--- src/rtl/core/osp_pkg.sv ---
// osp_pkg: shared constants for the subsatellite point pipeline.
// CORDIC arctangent table, gain constant and Earth rotation factor.
// No dependencies.
package osp_pkg;

    localparam int TAB_LEN = 24;

    typedef logic [31:0] phase_t;

    localparam phase_t HALF_TURN = 32'h8000_0000;
    localparam logic [30:0] GAIN_Q30 = 31'h26DD3B6A;
    localparam logic [20:0] ROT_Q44 = 21'd2031905;

    localparam phase_t ATAN_TAB [0:TAB_LEN-1] = '{
        32'h20000000, 32'h12E4051D, 32'h09FB385B, 32'h051111D4, 32'h028B0D43,
        32'h0145D7E1, 32'h00A2F61E, 32'h00517C55, 32'h0028BE53, 32'h00145F2E,
        32'h000A2F98, 32'h000517CC, 32'h00028BE6, 32'h000145F3, 32'h0000A2F9,
        32'h0000517C, 32'h000028BE, 32'h0000145F, 32'h00000A2F, 32'h00000517,
        32'h0000028B, 32'h00000145, 32'h000000A2, 32'h00000051
    };

endpackage

--- src/rtl/core/osp_sincos.sv ---
// osp_sincos: pipelined CORDIC in rotation mode, phase in, Q30 cos/sin out.
// One stage per iteration, between an input register and an output register.
// Depends on osp_pkg.
module osp_sincos
    import osp_pkg::*;
#(
    parameter int NS = 16
) (
    input  logic               clk,
    input  phase_t             phase,
    output logic signed [33:0] cos_q,
    output logic signed [33:0] sin_q
);

    logic signed [33:0] x_reg [0:NS];
    logic signed [33:0] y_reg [0:NS];
    logic signed [32:0] z_reg [0:NS];
    logic               f_reg [0:NS];
    logic               flip;
    phase_t             phf;

    // second and third quadrants are turned by a half turn
    assign flip = (phase[31:30] == 2'd1) || (phase[31:30] == 2'd2);
    assign phf  = flip ? phase + HALF_TURN : phase;

    always_ff @(posedge clk)
    begin
        x_reg[0] <= $signed({3'b000, GAIN_Q30});
        y_reg[0] <= '0;
        z_reg[0] <= $signed({phf[31], phf});
        f_reg[0] <= flip;
    end

    for (genvar i = 0; i < NS; i++) begin : g_stage
        logic signed [33:0] dx, dy;
        logic signed [32:0] at;
        assign dx = y_reg[i] >>> i;
        assign dy = x_reg[i] >>> i;
        assign at = $signed({1'b0, ATAN_TAB[i]});
        always_ff @(posedge clk)
        begin
            if (!z_reg[i][32])
            begin
                x_reg[i+1] <= x_reg[i] - dx;
                y_reg[i+1] <= y_reg[i] + dy;
                z_reg[i+1] <= z_reg[i] - at;
            end
            else
            begin
                x_reg[i+1] <= x_reg[i] + dx;
                y_reg[i+1] <= y_reg[i] - dy;
                z_reg[i+1] <= z_reg[i] + at;
            end
            f_reg[i+1] <= f_reg[i];
        end
    end

    always_ff @(posedge clk)
    begin
        cos_q <= f_reg[NS] ? -x_reg[NS] : x_reg[NS];
        sin_q <= f_reg[NS] ? -y_reg[NS] : y_reg[NS];
    end

endmodule

--- config.mk ---
export PLATFORM = sky130hd
export DESIGN_NAME = osp_sincos
export DESIGN_NICKNAME = d
export VERILOG_FILES = /design/src/rtl/core/osp_pkg.sv /design/src/rtl/core/osp_sincos.sv
export SDC_FILE = /design/constraint.sdc
export NUM_CORES = 2
export LEC_CHECK = 0
export BUFFER_PORTS_ARGS = -buffer_cell sky130_fd_sc_hd__buf_4
export CORE_UTILIZATION = 45
export CTS_CLUSTER_SIZE = 14
export DETAILED_ROUTE_END_ITERATION = 12
export PLACE_DENSITY = 0.64
export SLEW_MARGIN = 40
export SYNTH_ARGS = -nofsm -noshare
export SYNTH_HDL_FRONTEND = slang
export SYNTH_SLANG_ARGS = --single-unit
export TNS_END_PERCENT = 20
--- constraint.sdc ---
create_clock -name clk -period 9.15 [get_ports clk]
set_clock_uncertainty 0.15 [all_clocks]
set_input_delay 0.915 -clock clk [delete_from_list [all_inputs] [get_ports clk]]
set_output_delay 0.915 -clock clk [all_outputs]
set_load 0.01 [all_outputs]
Word level (Yosys, flattened, before mapping)
Memories as Yosys holds them, arrays and structs flattened.
Index checks and enable logic that the tools add are counted.
- flip-flop bits (word level): 68
- RAM bits: 1734
- bits of input ports: 33
- output and inout port bits: 68
- word-level logic and storage cells: 238
- memories kept: 4
- memory list (memory ; depth ; bits a word ; read ports ; clocked after memory_dff ; write ports ; line ; source):
    x_reg ; 17 ; 34 ; 17 ; 0 ; 17 ; osp_sincos.sv:15 ; logic signed [33:0] x_reg [0:NS];
    y_reg ; 17 ; 34 ; 17 ; 0 ; 17 ; osp_sincos.sv:16 ; logic signed [33:0] y_reg [0:NS];
    z_reg ; 17 ; 33 ; 16 ; 0 ; 17 ; osp_sincos.sv:17 ; logic signed [32:0] z_reg [0:NS];
    f_reg ; 17 ; 1 ; 17 ; 0 ; 17 ; osp_sincos.sv:18 ; logic f_reg [0:NS];
- add/sub/neg operators: 98
- equal/unequal tests: 2
- mux-type cells: 83
- bitwise logic cells: 48
- reduce and logical (&&, ||, !) cells: 1
- operators by type and width (kind ; count):
    $mux 34 ; 34
    $mux 33 ; 16
    $add 34x19->34 ; 2
    $add 34x20->34 ; 2
    $add 34x21->34 ; 2
    $add 34x22->34 ; 2
    $add 34x23->34 ; 2
    $add 34x24->34 ; 2
    $add 34x25->34 ; 2
    $add 34x26->34 ; 2
    $add 34x27->34 ; 2
    $add 34x28->34 ; 2
    $add 34x29->34 ; 2
    $add 34x30->34 ; 2
    $add 34x31->34 ; 2
    $add 34x32->34 ; 2
    $add 34x33->34 ; 2
    $neg 34->34 ; 2
    $sub 34x19->34 ; 2
    $sub 34x20->34 ; 2
    $sub 34x21->34 ; 2
    $sub 34x22->34 ; 2
    $sub 34x23->34 ; 2
    $sub 34x24->34 ; 2
    50 further kinds ; 138

Depth between registers and ports, before layout
- depth in word-level cells: 3
- gate-level depth with buffers: 22
- gate-level depth less buffers: 22

Worst setup path after synthesis
Ideal clock, no wire load.
- path kind: reg-to-reg
- start: mem y_reg[9][10]
- end: mem x_reg[10][32]
- library setup time: 72 ps
- data arrival time: 4539 ps
- required time: 8928 ps
- setup slack: 4389 ps
- stages on the path, launching flop included: 19
- buffers on the path: 0
- clock period less this slack: 4761 ps
- path through: dfxtp_1 nor3_1 nor4bb_1 nand2_1 nor4_1 nor2_1 xnor2_1 ha_1 a21o_1 a21o_1 a211o_1 a21oi_1 nor3b_1 a211oi_1 a311o_1 a2111oi_0 o21bai_1 a21oi_1 xnor2_1
- RTL lines (item ; line):
    from (decl) ; osp_sincos.sv:16
    to (decl) ; osp_sincos.sv:15

==> impl_metrics.json <==
{
  "drt_iter0_drc": 5064,
  "worstSetupPathType": "reg -> reg",
  "hold_viol_final": 0,
  "ant_nets": 0,
  "synth-simple-area-share": 0.1432,
  "status": "completed",
  "cts_tree": "built",
  "synth_seq_cells": 1574,
  "critPathArrivalTime_ns": 6.17,
  "syn_nets": 14390,
  "ys_seq_area_frac": 0.2853,
  "grt_pass1_vias": 85290,
  "min_period_ns": 5.570,
  "synth.top_cell.area_share": 0.2853,
  "synth_top_family_by_area": "compound AO/OA/AOI/OAI gates",
  "syn-instance-count": 12930,
  "worst_pin_slew_ns": 0.9156,
  "wl_met3_um": 9950,
  "synthMostInstantiatedCell": "dfxtp_1",
  "vias": 90080,
  "synth.distinct_cells": 86,
  "io_buffers": 100,
  "synth-xor-area-share": 0.1487,
  "synth_area_leaders": "dfxtp_1 (29%), ha_1 (16%), xnor2_1 (10%)",
  "nFillCells": 23420,
  "die_h_um": 497.4,
  "startpoint_type": "register",
  "setup_viol": 0,
  "synth_top_area_cell": "dfxtp_1",
  "maxClockFrequency_mhz": 179.5,
  "top_layer": "met4",
  "drc": 0,
  "synth_compound_gate_area_share": 0.2207,
  "cts_buffers": 181,
  "design.die.area_um2": 247400,
  "dp_cells": 16090,
  "period_share": 0.6088,
  "synthToLayoutAreaGrowth_pct": 10.28,
  "dr_wl_met2_um": 128700,
  "largest_reg_flops": 511,
  "synthMuxAreaShare": 0.009858,
  "cts_sinks": 1574,
  "worst_setup_hold_path_clk_slew_ns": 0.06,
  "rows": 181,
  "insertion_delay_ns": 0.85,
  "grt_setup_unrepaired": "no",
  "track_usage": 0.2158,
  "grt_antenna_before_repair": 3,
  "dp_hpwl_um": 220900,
  "drt-met1-wl_um": 125200,
  "hp-class": "reg -> reg",
  "syn_avg_cell_area_um2": 8.540,
  "place_congestion": 0.9226,
  "drtPass1Iterations": 5,
  "grt_pass1_wl_um": 444100,
  "ys.flop_type": "dfxtp_1",
  "netlist_area_um2": 110400,
  "cts_max_level": 4,
  "wl_um": 274600,
  "drt-vias-per-instance": 5.475,
  "clockBufferDepth": 3,
  "synth_fa_ha_area_frac": 0.1649,
  "async_flop_share": 0,
  "grt_max_degree": 76,
  "coreArea_um2": 243700,
  "pin_count": 101,
  "synth_edf_count": 0,
  "fin_util": 0.4997,
  "overflow": 0,
  "die_x_um": 497.4,
  "final_nets": 14560,
  "slew_violations": 0,
  "drive_above_1_share": 0.04725,
  "wl_per_cell_um": 16.69,
  "fin_setup_tns_ns": 0,
  "slew_headroom": 0.3844,
  "synthTopCellsByCount": "dfxtp_1 (1574), a21oi_1 (1449), ha_1 (1385), xnor2_1 (1278), nor2_1 (1124)",
  "cts-root-buf": "clkbuf_16",
  "start_util": 0.4532,
  "cts_resized": 0,
  "required_ns": 9.75,
  "cap_violations": 0,
  "stdcell_count": 16450,
  "yosys_warnings": 0,
  "crit_fanout": 6,
  "critPathCaptureType": "register"
}
## repair_timing
action	in CTS	in global routing
hold endpoints to repair	32	0
hold buffers	31	0
endpoints found under the setup margin	0	0
setup buffers	0	0
## critical path: stages (launching register included)
cell and delay, ns:
dfxtp_1 0.35, inv_1 0.07, ha_1 0.16, nand2b_1 0.09, or4_1 0.49, nor3b_1 0.59, nand2_1 0.19, o41ai_1 0.36
xor2_1 0.20, ha_1 0.32, a21o_1 0.18, a21o_1 0.17, a21oi_1 0.19, o21bai_1 0.09, a211o_1 0.31, o41ai_2 0.45
o21ai_0 0.27, or4b_1 0.51, a31oi_1 0.21, xnor2_1 0.13
## worst paths after layout
kind | startpoint | to | slack [ns] | cells after the start
max | x_reg[5][5] | y_reg[6][33] | 3.58 | 19
min | z_reg[0][19] | z_reg[1][19] | 0.17 | 0
max reg2reg | x_reg[5][5] | y_reg[6][33] | 3.58 | 19
min reg2reg | z_reg[0][19] | z_reg[1][19] | 0.17 | 0
## cell families after synthesis
logic type,Yosys count
compound gates,3865
xor+xnor,1875
fa+ha+maj,1429
buf+inv,804
flops,1574
mux,103
simple gates,3280
## stage by stage
| stage | area, um2 | hold WS (ns) | setup slack (ns) |
|---|---|---|---|
| 6_report | 121800 | 0.1727 | 3.580 |
| 5_1_grt | 121800 | 0.1775 | 3.223 |
| 4_1_cts | 121700 | 0.1728 | 3.529 |
| 3_5_place_dp | 114800 | 0.1621 | 3.572 |
| 3_3_place_gp | 114800 | 0.1607 | 3.489 |
| 2_1_floorplan | 110400 | 0.1596 | 4.389 |
## cells in the final DEF, fill, tap and decap left out, types with 28 or more instances in the layout
cell / synthesis / layout
dfxtp_1: 1574 / 1558
a21oi_1: 1449 / 1448
ha_1: 1385 / 1385
xnor2_1: 1278 / 1278
nor2_1: 1124 / 1124
a21o_1: 641 / 641
inv_1: 618 / 614
nand2_1: 609 / 609
o21ai_0: 598 / 598
xor2_1: 597 / 595
nor3_1: 345 / 343
nand2b_1: 197 / 197
nand3_1: 193 / 193
o21bai_1: 189 / 189
o21a_1: 188 / 188
clkbuf_16: 0 / 181
nor2b_1: 156 / 156
buf_4: 1 / 136
a31oi_1: 118 / 118
and3_1: 113 / 113
a211oi_1: 107 / 105
or3_1: 99 / 99
nor4_1: 96 / 90
nand4_1: 88 / 88
and2_1: 68 / 68
mux2i_1: 57 / 57
o31ai_1: 56 / 56
a21boi_0: 56 / 56
mux2_2: 46 / 46
fa_1: 44 / 44
o211ai_1: 38 / 38
o41ai_1: 37 / 36
nor3b_1: 37 / 35
or2_2: 35 / 35
a211o_1: 33 / 33
or4_1: 32 / 32
clkinv_2: 0 / 31
dlygate4sd3_1: 0 / 31
o31a_1: 28 / 28
## per-layer routing
layer | vias to the layer above | GRT usage
li1 | 46690 | -
met1 | 41260 | 0.2723
met2 | 1670 | 0.3739
met3 | 464 | 0.02385
met4 | 0 | 0.08393
met5 | - | 0
## final cells by class
type                       instances  area (um2)  area share
clock buffer                     221        4900     0.04023
antenna                            2       5.005  0.00004110
sequential                      1574       31530      0.2589
timing repair buffer             169        1354     0.01112
inverter                         620        2327     0.01911
multi-input combinational      10550       76020      0.6243
tap                             3202        4006     0.03290
clock inverter                   113        1632     0.01340
Power is left out: the tool's default activity adds up to more than one toggle a clock period on the data nets, which glitch-free logic cannot reach.
