===== src/rtl/core/osp_pkg.sv =====
// osp_pkg: shared constants for the subsatellite point pipeline.
// CORDIC arctangent table, gain constant and Earth rotation factor.
// No dependencies.
package osp_pkg;

    localparam int TAB_LEN = 24;

    typedef logic [31:0] phase_t;

    localparam phase_t HALF_TURN = 32'h8000_0000;
    localparam logic [30:0] GAIN_Q30 = 31'h26DD3B6A;
    localparam logic [20:0] ROT_Q44 = 21'd2031905;

    localparam phase_t ATAN_TAB [0:TAB_LEN-1] = '{
        32'h20000000, 32'h12E4051D, 32'h09FB385B, 32'h051111D4, 32'h028B0D43,
        32'h0145D7E1, 32'h00A2F61E, 32'h00517C55, 32'h0028BE53, 32'h00145F2E,
        32'h000A2F98, 32'h000517CC, 32'h00028BE6, 32'h000145F3, 32'h0000A2F9,
        32'h0000517C, 32'h000028BE, 32'h0000145F, 32'h00000A2F, 32'h00000517,
        32'h0000028B, 32'h00000145, 32'h000000A2, 32'h00000051
    };

endpackage


===== src/rtl/core/osp_isqrt.sv =====
// osp_isqrt: pipelined digit-by-digit square root of a * 2^32, one root
// bit per stage, 24 stages. Passes a along. No package dependency.
module osp_isqrt (
    input  logic        clk,
    input  logic [15:0] a_in,
    output logic [23:0] root,
    output logic [15:0] a_out
);

    localparam int STEPS = 24;

    logic [26:0] rem_reg [0:STEPS];
    logic [23:0] q_reg   [0:STEPS];
    logic [15:0] a_reg   [0:STEPS];

    assign rem_reg[0] = '0;
    assign q_reg[0]   = '0;
    assign a_reg[0]   = a_in;

    for (genvar k = 0; k < STEPS; k++) begin : g_step
        logic [1:0]  pair;
        logic [26:0] cur, trial;
        // radicand bits come from a in the first eight steps, then zeros
        if (k < 8) begin : g_hi
            assign pair = a_reg[k][15-2*k -: 2];
        end else begin : g_lo
            assign pair = 2'b00;
        end
        assign cur   = {rem_reg[k][24:0], pair};
        assign trial = {1'b0, q_reg[k], 2'b01};
        always_ff @(posedge clk)
        begin
            if (cur >= trial)
            begin
                rem_reg[k+1] <= cur - trial;
                q_reg[k+1]   <= {q_reg[k][22:0], 1'b1};
            end
            else
            begin
                rem_reg[k+1] <= cur;
                q_reg[k+1]   <= {q_reg[k][22:0], 1'b0};
            end
            a_reg[k+1] <= a_reg[k];
        end
    end

    assign root  = q_reg[STEPS];
    assign a_out = a_reg[STEPS];

endmodule


===== src/rtl/core/osp_rotfac.sv =====
// osp_rotfac: Earth rotation angle since node crossing, u * a^1.5 * K.
// Square root pipeline, then registers for a*s, the constant product halves, their sum and u times the sum.
// Depends on osp_pkg and osp_isqrt.
module osp_rotfac
    import osp_pkg::*;
#(
    parameter int AB = 16
) (
    input  logic          clk,
    input  logic [AB-1:0] u,
    input  logic [15:0]   a,
    output phase_t        delta
);

    localparam int UDLY = 27;

    logic [23:0]   s;
    logic [15:0]   a_d;
    logic [39:0]   as_reg;
    logic [40:0]   hi_reg, lo_reg;
    logic [32:0]   kq_reg;
    logic [60:0]   kq_sum;
    logic [AB+32:0] uk;
    logic [AB-1:0] u_reg [0:UDLY];

    osp_isqrt u_sqrt (
        .clk   (clk),
        .a_in  (a),
        .root  (s),
        .a_out (a_d)
    );

    assign u_reg[0] = u;
    for (genvar k = 0; k < UDLY; k++) begin : g_udly
        always_ff @(posedge clk)
        begin
            u_reg[k+1] <= u_reg[k];
        end
    end

    // a*s is 40 bits, split in two halves for the constant product
    assign kq_sum = {hi_reg, 20'b0} + 61'(lo_reg);
    assign uk     = u_reg[UDLY] * kq_reg;

    always_ff @(posedge clk)
    begin
        as_reg <= a_d * s;
        hi_reg <= as_reg[39:20] * ROT_Q44;
        lo_reg <= as_reg[19:0] * ROT_Q44;
        kq_reg <= kq_sum[60:28];
        delta  <= uk[AB+31:AB];
    end

endmodule


===== config.mk =====
export PLATFORM = sky130hd
export DESIGN_NAME = osp_rotfac
export DESIGN_NICKNAME = d
export VERILOG_FILES = /design/src/rtl/core/osp_pkg.sv /design/src/rtl/core/osp_isqrt.sv /design/src/rtl/core/osp_rotfac.sv
export SDC_FILE = /design/constraint.sdc
export NUM_CORES = 2
export LEC_CHECK = 0
export BUFFER_PORTS_ARGS = -buffer_cell sky130_fd_sc_hd__buf_2
export CORE_ASPECT_RATIO = 0.75
export CORE_MARGIN = 1
export CORE_UTILIZATION = 30
export DETAILED_ROUTE_END_ITERATION = 8
export SKIP_CTS_REPAIR_TIMING = 1
export SLEW_MARGIN = 30
export SYNTH_ARGS = -nofsm -noshare
export SYNTH_HDL_FRONTEND = slang
export SYNTH_HIERARCHICAL = 1
export SYNTH_SLANG_ARGS = --single-unit

===== constraint.sdc =====
create_clock -name clk -period 19.4 [get_ports clk]
set_input_delay 0 -clock clk [delete_from_list [all_inputs] [get_ports clk]]
set_output_delay 0 -clock clk [all_outputs]
set_load 0.005 [all_outputs]

Yosys cells after proc, flatten, opt, wreduce, memory -nomap -nowiden
Cells that the tools add are included.
{ "totals": {"ff_bits": 1856, "in_bits": 33, "out_inout_bits": 32, "wordCells": 218} }
{ "classes": {"addsub": 24, "mul": 4, "n_lt_le_gt_ge": 24, "muxes": 47} }
{ "ops": {"columns": ["cell", "count"], "rows": [
  ["2-to-1 mux 25 bit", 22],
  ["multiplier 20 x 21 -> 41 bit (second input constant)", 2],
  ["adder 61 x 41 -> 61 bit", 1],
  ["multiplier 16 x 33 -> 48 bit", 1],
  ["multiplier 16 x 24 -> 40 bit", 1],
  ["greater-or-equal comparator 27 x 10 -> 1 bit", 1],
  ["greater-or-equal comparator 27 x 11 -> 1 bit", 1],
  ["greater-or-equal comparator 27 x 12 -> 1 bit", 1],
  ["greater-or-equal comparator 27 x 13 -> 1 bit", 1],
  ["greater-or-equal comparator 27 x 14 -> 1 bit", 1],
  ["greater-or-equal comparator 27 x 15 -> 1 bit", 1],
  ["greater-or-equal comparator 27 x 16 -> 1 bit", 1],
  ["greater-or-equal comparator 27 x 17 -> 1 bit", 1],
  ["greater-or-equal comparator 27 x 18 -> 1 bit", 1],
  ["greater-or-equal comparator 27 x 19 -> 1 bit", 1],
  ["greater-or-equal comparator 27 x 20 -> 1 bit", 1],
  ["greater-or-equal comparator 27 x 21 -> 1 bit", 1],
  ["greater-or-equal comparator 27 x 22 -> 1 bit", 1],
  ["greater-or-equal comparator 27 x 23 -> 1 bit", 1],
  ["greater-or-equal comparator 27 x 24 -> 1 bit", 1],
  ["greater-or-equal comparator 27 x 25 -> 1 bit", 1],
  ["greater-or-equal comparator 27 x 3 -> 1 bit", 1],
  ["greater-or-equal comparator 27 x 4 -> 1 bit", 1],
  ["greater-or-equal comparator 27 x 5 -> 1 bit", 1],
  ["30 further kinds", 53]
]} }

Depth between registers and ports, before layout
{ "depth": {"ltp_word": 2, "depth_mapped": 26, "mapped_depth_nobuf": 24} }

Modules after synthesis
The synthesis kept the hierarchy.
{ "modules_own_cells": {"columns": ["mod", "n_inst", "cells_per_inst", "area_each_um2", "seq_area_each_um2"], "rows": [
  ["osp_rotfac", 1, 5095, 52028.6, 11991.5],
  ["osp_isqrt", 1, 4263, 44433.9, 24263.3]
]} }

Worst setup path after synthesis
No wires, ideal clock.
{ "synth_timing": {"kind": "register to register", "from": "reg u_sqrt.a_reg (netlist bit u_sqrt/a_out[1])", "to": "reg as_reg[32]", "setup_ns": 0.072, "t_arrival_ns": 6.183, "t_required_ns": 19.328, "slack_ns": 13.144, "stages_incl_launch_ff": 26, "path_buffers": 2, "synth_period_minus_slack_ns": 6.256, "cell_sequence": "dfxtp_1 -> buf_4 -> clkbuf_1 -> nand2_1 -> fa_1 -> inv_1 -> fa_1 -> inv_1 -> fa_1 -> inv_1 -> fa_1 -> fa_1 -> inv_1 -> fa_1 -> inv_1 -> ha_1 -> a21o_1 -> a21o_1 -> a21o_1 -> a311oi_2 -> o31ai_1 -> a221oi_4 -> o21ai_2 -> a211o_1 -> a21oi_1 -> xnor2_1"} }
{ "synth_between": {"elab_chain_cells": 1} }
{ "synth_rtl": {"columns": ["element", "line_no", "source"], "rows": [
  ["start: declaration", "osp_isqrt.sv:14", "logic [15:0] a_reg [0:STEPS];"],
  ["start signal: indexed assignment", "osp_isqrt.sv:43", "a_reg[k+1] <= a_reg[k];"],
  ["multiplier 16 x 24 -> 40 bit", "osp_rotfac.sv:47", "as_reg <= a_d * s;"],
  ["end signal: assignment", "osp_rotfac.sv:47", null],
  ["end: declaration", "osp_rotfac.sv:19", "logic [39:0] as_reg;"]
]} }
No other way between the ends.
A chain may end at the register's enable or synchronous reset.

Worst setup path after layout
{ "layout_timing": {"from": "reg u_sqrt.q_reg (netlist bit u_sqrt/root[11])", "to": "reg as_reg[39]"} }
{ "layout_between": {"elab_chain_cells": 1} }
{ "layout_rtl": {"columns": ["element", "line_no", "source"], "rows": [
  ["start: declaration", "osp_isqrt.sv:13", "logic [23:0] q_reg [0:STEPS];"],
  ["start signal: indexed assignment", "osp_isqrt.sv:36", "q_reg[k+1] <= {q_reg[k][22:0], 1'b1};"],
  ["start signal: indexed assignment", "osp_isqrt.sv:41", "q_reg[k+1] <= {q_reg[k][22:0], 1'b0};"],
  ["multiplier 16 x 24 -> 40 bit", "osp_rotfac.sv:47", null]
]} }
No other way between the ends.

==> impl_metrics.json <==
{
  "status": "complete, no violations",
  "setup_viol": 0,
  "hold_path_depth": 0,
  "cts_made_buffers": 171,
  "period_minus_slack_ns": 6.992,
  "r2r_start": "u_sqrt/root[11]",
  "cts-root-buf": "clkbuf_16",
  "finalHoldViolCount": 0,
  "tns_ns": 0,
  "dieWidth_um": 656.8,
  "port_buffers": 64,
  "fmax_ghz": 0.1430,
  "cp-start-kind": "flip-flop",
  "slowest_delay_ns": 0.95,
  "seqCellArea_um2": 36260,
  "fin_ws_ns": 12.41,
  "relSlewSlack": 0.3353,
  "dieArea_um2": 323800,
  "synth.distinct_cells": 102,
  "chipHeight_um": 493.1,
  "synth_nets": 11210,
  "r2r_cells": 21,
  "multi_input_area_um2": 53710,
  "ios": 65,
  "worstPathRequired_ns": 20.03,
  "period_share": 0.3604,
  "rsz0062_at_grt": "no",
  "clk_pin_slew_ns": 0.06,
  "clk-insertion-delay-late_ns": 0.82,
  "yosysSeqAreaShare": 0.3758,
  "coreArea_um2": 318500,
  "crit_top_cell": "fa_1",
  "grt_max_degree": 41,
  "layout-drive-gt1-share": 0.05694,
  "hold_class": "reg2reg",
  "critPathMaxFanout": 16,
  "gp_congestion": 0.8372,
  "arrival_ns": 7.63,
  "grt_use_total": 0.1206,
  "holdPathEnd": "u_reg[170]",
  "routed-via-count": 60430,
  "synth_area_um2": 96460,
  "crit_chain": "nand2_1 -> fa_1 -> inv_1 -> fa_1 -> fa_1 -> fa_1 -> fa_1 -> inv_1 -> fa_1 -> inv_1 -> ha_1 -> a21oi_1 -> o21ai_1 -> a21o_1 -> a21oi_1 -> o21ai_0 -> a31o_1 -> a221o_1 -> a311oi_2 -> o41ai_2 -> xnor2_1",
  "worstReg2RegEnd": "as_reg[39]",
  "fin_util": 0.3389,
  "largest_reg_flops": 528,
  "worstMarginPinSlew_ns": 0.9957,
  "cts_max_path_buffers": 4,
  "ys_ff_latch": 1811,
  "postSynthAreaPerCell_um2": 10.31,
  "worstSetupPathType": "reg2reg",
  "finClkSkew_ns": 0.08434,
  "async_flop_share": 0,
  "cts.sinks": 1811,
  "cpMaxStageDelayCell": "dfxtp_1",
  "drtIter0Drc": 3542,
  "routedWlPerCell_um": 14.15,
  "antenna_found_initial": 4,
  "pre_cts_ws_ns": 12.33,
  "synth-edff-count": 0,
  "grt_pass1_wl_um": 319600,
  "drtAntennaViolNets": 0,
  "first_global_vias": 59760,
  "synthCells": 9358,
  "final_common_cell": "dfxtp_1",
  "vias_per_cell": 4.359,
  "maxCapViolations": 0,
  "worstHoldStart": "u_reg[186]",
  "slew_violations": 0,
  "tritoncts": "yes",
  "fin_nets": 11330,
  "grt_overflow": 0,
  "start_util": 0.3029,
  "setup.worst_path.end_class": "flip-flop",
  "num_rows": 179,
  "ff2ff_setup_slack_ns": 12.41,
  "dp_hpwl_um": 149800,
  "syn2layout_area_growth_pct": 11.90,
  "htree_levels": 4,
  "fill_cells": 32310,
  "final_cell_mix": "dfxtp_1, inv_1, ha_1",
  "fin_cells": 13860,
  "synthFlopType": "dfxtp_1",
  "place_inst": 13490,
  "yosysWarnings": 6,
  "drc": 0,
  "wl_um": 196100,
  "first_pass_iters": 7
}
==> logic make-up (layout without fill, tap and decap cells) <==
group                      count (synthesis)  after routing  share of synthesized area
adders and majority gates               1816           1816                     0.3055
AOI/OAI and AO/OA                       1158           1158                    0.07740
other                                      1              4                 0.00003888
DFF                                     1811           1811                     0.3758
and+or+nand+nor                         2212           2212                     0.1128
buffers and inverters                   1716           1964                    0.06767
muxes                                     89             89                    0.01036
xor gates and xnor gates                 555            555                    0.05039
==> metrics by stage <==
| stage | instance area (µm²) | hold slack (ns) |
|---|---|---|
| floorplan | 96460 | 0.02772 |
| finish | 107900 | 0.3043 |
| global route | 107900 | 0.3023 |
| global placement | 101500 | 0.1026 |
| detailed placement | 101500 | 0.1036 |
| CTS | 107300 | -0.7989 |
==> per-layer routing <==
metal | wire, µm | vias up | track usage
met4 | 3509 | 0 | 0.02523
li1 | - | 30090 | -
met3 | 11730 | 215 | 0.02413
met5 | 0 | - | 0
met2 | 78670 | 1204 | 0.1725
met1 | 102200 | 28910 | 0.1851
==> area by class of cell <==
type,instances,area share
inverters,1490,0.05183
multi-input cells,5831,0.4976
diodes,3,0.00006955
well taps,4253,0.04930
flip-flops and latches,1811,0.3359
clock inverters,68,0.008392
clock buffers,232,0.04476
repair buffers,174,0.01208
==> how the worst max path moves through the flow <==
stage	startpoint	to	slack, ns	cells after the start
finish	u_sqrt/root[11]	as_reg[39]	12.41	21
global route	u_sqrt/root[11]	as_reg[32]	12.08	23
CTS	u_sqrt/a_out[1]	as_reg[32]	12.20	23
detailed placement	u_sqrt/a_out[1]	as_reg[32]	12.33	23
global placement	u_sqrt/a_out[1]	as_reg[32]	12.39	23
floorplan	u_sqrt/a_out[1]	as_reg[32]	13.14	25
==> synth_stat cells, types with 17 or more instances <==
cell type | n | area, µm²
or3_1 | 45 | 281.5
buf_4 | 17 | 127.6
o21a_1 | 73 | 548.0
nand4_1 | 36 | 225.2
ha_1 | 917 | 11470
and3_1 | 35 | 219.0
xnor2_1 | 318 | 2785
nor3_1 | 120 | 600.6
a211oi_1 | 37 | 277.8
o21bai_1 | 58 | 435.4
nor2b_1 | 52 | 325.3
mux2_2 | 83 | 934.7
clkbuf_1 | 191 | 716.9
xor2_1 | 237 | 2076
a21oi_1 | 348 | 1742
nand2b_1 | 63 | 394.1
dfxtp_1 | 1811 | 36250
fa_1 | 899 | 18000
inv_1 | 1488 | 5585
o21ai_0 | 249 | 1246
nor2_1 | 329 | 1235
and2_1 | 411 | 2571
nor4_1 | 63 | 394.1
nand2_1 | 842 | 3161
nand3b_1 | 19 | 142.6
o31ai_1 | 24 | 180.2
a21o_1 | 165 | 1239
a31oi_1 | 26 | 162.7
nand3_1 | 91 | 455.4
or4_1 | 25 | 187.7
==> critical path, delay by kind of cell (launching register included) <==
family	cells	cell delay, ns
fa+ha+maj	7	3.44
buf+inv	3	0.17
compound gates	9	1.99
xor+xnor	1	0.13
simple gates	1	0.18
flops	1	0.95
Power is not shown: default switching activity piles up to over one toggle a cycle in this logic, so the estimate is an artifact.
